$ cat config.mk
export PLATFORM = sky130hd
export DESIGN_NAME = pfsieve_div
export DESIGN_NICKNAME = d
export VERILOG_FILES = /design/src/rtl/core/pfsieve_pkg.sv /design/src/rtl/core/pfsieve_div.sv
export SDC_FILE = /design/constraint.sdc
export NUM_CORES = 1
export LEC_CHECK = 0
export BUFFER_PORTS_ARGS = -buffer_cell sky130_fd_sc_hd__buf_2
export CAP_MARGIN = 15
export CORE_MARGIN = 5
export CORE_UTILIZATION = 55
export DETAILED_ROUTE_END_ITERATION = 10
export PLACE_DENSITY = 0.78
export SYNTH_ARGS = -nofsm -noshare
export SYNTH_HDL_FRONTEND = slang
export SYNTH_SLANG_ARGS = --single-unit
$ cat constraint.sdc
create_clock -name clk -period 2.6 [get_ports clk]
set_clock_uncertainty 0.15 [all_clocks]
set_input_delay 0.52 -clock clk [delete_from_list [all_inputs] [get_ports clk]]
set_output_delay 0.52 -clock clk [all_outputs]
set_load 0.01 [all_outputs]
$ cat src/rtl/core/pfsieve_pkg.sv
// ----------------------------------------------------------------------------
// pfsieve_pkg
// Shared constants and types for the smallest-prime-factor factorizer.
// ----------------------------------------------------------------------------
package pfsieve_pkg;

	// width of request values and result factors
	localparam int VAL_W    = 16;
	// sieve table depth and address width
	localparam int TBL_SIZE = 65536;
	localparam int TBL_AW   = $clog2(TBL_SIZE);
	// result guard per request
	localparam int MAX_RES  = 16;
	localparam int CNT_W    = $clog2(MAX_RES);

	// divide job handed to the shared divider
	typedef struct packed {
		logic [VAL_W-1:0] dividend;
		logic [VAL_W-1:0] divisor;
	} div_req_t;

endpackage

$ cat src/rtl/core/pfsieve_div.sv
// ----------------------------------------------------------------------------
// pfsieve_div
// Restoring divider, one quotient bit per cycle.
// ----------------------------------------------------------------------------
module pfsieve_div (
	input  logic                           clk,
	input  logic                           arst_n,
	input  logic                           start,
	input  pfsieve_pkg::div_req_t          req,
	output logic                           done,
	output logic [pfsieve_pkg::VAL_W-1:0]  quotient
);
	import pfsieve_pkg::*;

	localparam int STEP_W = $clog2(VAL_W + 1);

	logic              busy_q;
	logic              done_q;
	logic [STEP_W-1:0] step_q;
	logic [VAL_W-1:0]  rem_q;
	logic [VAL_W-1:0]  quo_q;
	logic [VAL_W-1:0]  dvs_q;

	logic [VAL_W:0]    shifted;
	logic [VAL_W:0]    diff;
	logic              fits;

	assign shifted = {rem_q, quo_q[VAL_W-1]};
	assign fits    = shifted >= {1'b0, dvs_q};
	assign diff    = shifted - {1'b0, dvs_q};

	always_ff @(posedge clk or negedge arst_n) begin
		if (!arst_n) begin
			busy_q <= 1'b0;
			done_q <= 1'b0;
			step_q <= '0;
		end else begin
			done_q <= 1'b0;
			if (start) begin
				busy_q <= 1'b1;
				step_q <= STEP_W'(VAL_W);
			end else if (busy_q) begin
				step_q <= step_q - STEP_W'(1);
				if (step_q == STEP_W'(1)) begin
					busy_q <= 1'b0;
					done_q <= 1'b1;
				end
			end
		end
	end

	// datapath, no reset needed
	always_ff @(posedge clk) begin
		if (start) begin
			rem_q <= '0;
			quo_q <= req.dividend;
			dvs_q <= req.divisor;
		end else if (busy_q) begin
			if (fits) begin
				rem_q <= diff[VAL_W-1:0];
			end else begin
				rem_q <= shifted[VAL_W-1:0];
			end
			quo_q <= {quo_q[VAL_W-2:0], fits};
		end
	end

	assign done     = done_q;
	assign quotient = quo_q;

endmodule

==> key figures <==
Placed design
  – Global placer's final weighted congestion: between 0.8 and 0.9
  – Place WS: about 0.13 ns
  – IO Port Bufs: slightly above 50
  – DP Wirelength: about 5.0 mm

Timing
  – Max-slew violations: 0
  – FMAX: approximately 0.41 GHz
  – RSZ-0062 raised after global routing: yes
  – Final TNS setup: 0 ns
  – Worst Setup Slack, final: 0.169 ns
  – Rel. slew slack: approximately three fifths
  – Fin crit share: approximately 94%
  – Tightest Pin Transition: roughly 0.6 ns
  – Min cycle time layout: 2.43 ns
  – Count of final hold-check violations: 0
  – Final Setup Violations: 0

Synthesis
  – Post-synth net total: 364
  – Main area contributors after synthesis: edfxtp_1, dfxtp_1, ha_1
  – Mapped cell area: 3210 um^2
  – Flops & latches, synth: 55
  – Ys async rst share: 12.7%
  – YS warnings: 0
  – Most numerous cell in the Yosys netlist: edfxtp_1
  – Synth unique cells: 57
  – Synth Instances: slightly above 300
  – Number of flops mapped to enable cells by yosys: 32
  – Syn Area/Cell: around 10 um^2
  – Yosys top cell by area: edfxtp_1
  – Post-synth top area share: between 20% and 30%
  – Main synth FF type: edfxtp_1
  – Commonest cells post-synth: edfxtp_1, nand2_1, nor2_1
  – Sequential area share after synthesis: 45.4%

Drt
  – Vias per inst: roughly 5.7
  – Routed WL: 6.79 mm
  – Avg WL per Cell: between 15 and 20 um
  – DRT Pass-1 Iters: 4
  – Via Count: around 2500
  – Routed Antenna Nets: 0
  – DR iter-0 viols: 180
  – DRC: 0

Worst setup path
  – Reg2reg end: rem_q[8]
  – Critical path class: reg -> reg
  – Critical path data arrival time: about 2.5 ns
  – Ordered list of cells on the worst path: inv_1, ha_1, fa_1, nand2b_1, a21oi_2, o21ai_1, a211o_1, xnor2_1, a31o_1
  – Buf+Inv Stages, Crit Path: 1
  – Worst setup path endpoint: rem_q[8]
  – Worst Path Max Fanout: 3
  – Critical Path Start Type: flop
  – Family with the most delay on the worst path: compound AO/OA/AOI/OAI gates
  – Crit-path max cell delay: approximately 0.42 ns
  – CP startpoint: quotient[15]
  – Critical Path RT: roughly 2.7 ns
  – R2R depth: 9
  – Slowest-stage cell, CP: fa_1
  – CP Depth: 9
  – Crit. End Element: flop
  – Reg2Reg Setup Slack: between 0.15 and 0.2 ns
  – Worst reg2reg startpoint: quotient[15]

Global route
  – Initial antenna violation count: 0
  – Vias in the first global route: approximately 2400
  – First-pass GRT wire length: ~11 mm
  – Largest net degree at the start of global routing: 29
  – Overflow after GRT: 0
  – Global Route Usage Sum: between 10% and 20%

Die
  – Ports: 52
  – Die H: slightly below 90 um
  – Core ar.: 5570 um^2
  – Die ar.: 7460 um^2
  – Core Rows: 27
  – Die width: between 80 and 90 um
  – Starting Density: 57.6%

Pwr
  – Worst VDD drop: slightly below 0.5 mV
  – Leakage power: 1.60 nW
  – PwrDens: 911 nW/um^2

Cells and area
  – Nets: 420
  – Synth-to-Final Area Change: 14.5%
  – N_diodes: 0
  – Share of cells above drive strength 1: 27.2%

Clock network
  – Worst skew pair latency: between 0.3 and 0.4 ns
  – Num CTS Buffers: 5
  – CTS Buffer Depth: 2
  – Root Buffer: clkbuf_8
  – CTS tree: yes
  – H-tree lvl count: 2
  – Clock sinks: 55
  – Worst-path clk slew: about 0.1 ns

Min path
  – Hold Crit Depth: 1
  – Min-delay worst type: in -> reg
  – Hold Crit Start: req[6]

Flow run
  – Max cap viols: 0

Outcome
  – Outcome: finished clean
## how the worst min path moves through the flow
stage | endpoint | slack [ns]
global route | dvs_q[3] | 0.21
finish | dvs_q[6] | 0.22
CTS | dvs_q[6] | 0.21
global placement | step_q[2] | 0.21
floorplan | busy_q | 0.07
detailed placement | done | 0.21
## worst reg2reg max path, delay by kind of cell (launching register included)
| kind | cells | cell delay, ns |
|---|---|---|
| AOI/OAI and AO/OA | 4 | 0.81 |
| adders and majority gates | 2 | 0.63 |
| DFF | 1 | 0.36 |
| and+or+nand+nor | 1 | 0.21 |
| xor gates and xnor gates | 1 | 0.13 |
| buffers and inverters | 1 | 0.04 |
## routing by layer
layer,wire [um],GRT usage [%],vias to the layer above
li1,-,-,1254
met1,2990,24.7,1172
met2,3260,31.8,79
met3,462,3.99,6
met4,73,4.82,0
met5,0,0,-
## sequential cells by signal (all words and copies together) (netlist names)
| signal | cells |
|---|---|
| step_q | 5 |
| done | 1 |
| rem_q | 16 |
| busy_q | 1 |
| dvs_q | 16 |
| quotient | 16 |
## power breakdown
| group | switching, mW | internal, mW |
|---|---|---|
| Sequential | 0.134 | 1.13 |
| Combinational | 0.881 | 0.719 |
| Clock | 0.295 | 0.193 |
## timing repair
| action | CTS | global route |
|---|---|---|
| gates resized for setup | 0 | 3 |
| setup endpoints to repair | 0 | 8 |
| hold endpoints to repair | 7 | 0 |
| buffers inserted | 0 | 0 |
| hold buffers | 1 | 0 |
## cell type report
cell class                 instances  area [um^2]
sequential                        55         1460
clock inverter                     3         25.0
inverter                          22         82.6
timing repair buffer              63          360
multi-input combinational        219         1590
clock buffer                       5         68.8
tap                               72         90.1
fill                             446         1900
## logic make-up (layout without fill, tap and decap cells)
family          Yosys count  after routing  share of synthesized area (%)
buf+inv                  36             93                           5.34
xor+xnor                 12             12                           3.27
fa+ha+maj                19             19                           7.64
simple gates             92             92                           13.4
mux                      17             17                           5.92
flops                    55             55                           45.4
compound gates           79             79                           19.1
## per-stage QoR
stage / instances / power (mW) / hold WS (ns) / cell area, um^2 / util (%)
finish: 439 / 3.35 / 0.222 / 3680 / 66.0
global route: 439 / 3.62 / 0.205 / 3680 / 66.0
CTS: 439 / 3.34 / 0.214 / 3670 / 65.8
detailed placement: 430 / 2.85 / 0.210 / 3560 / 63.9
global placement: 430 / 2.82 / 0.207 / 3560 / 63.9
floorplan: 310 / 2.50 / 0.0744 / 3210 / -
## cells in the final DEF, fill, tap and decap left out, drive strengths merged, types with 13 or more instances in the layout
| cell type | instances |
|---|---|
| buf | 62 |
| edfxtp | 32 |
| nand2 | 32 |
| nor2 | 29 |
| inv | 21 |
| ha | 18 |
| mux2 | 16 |
| dfxtp | 16 |
| a21oi | 15 |
| o21ai | 13 |
No activity file was read; power rests on OpenSTA's default activity.
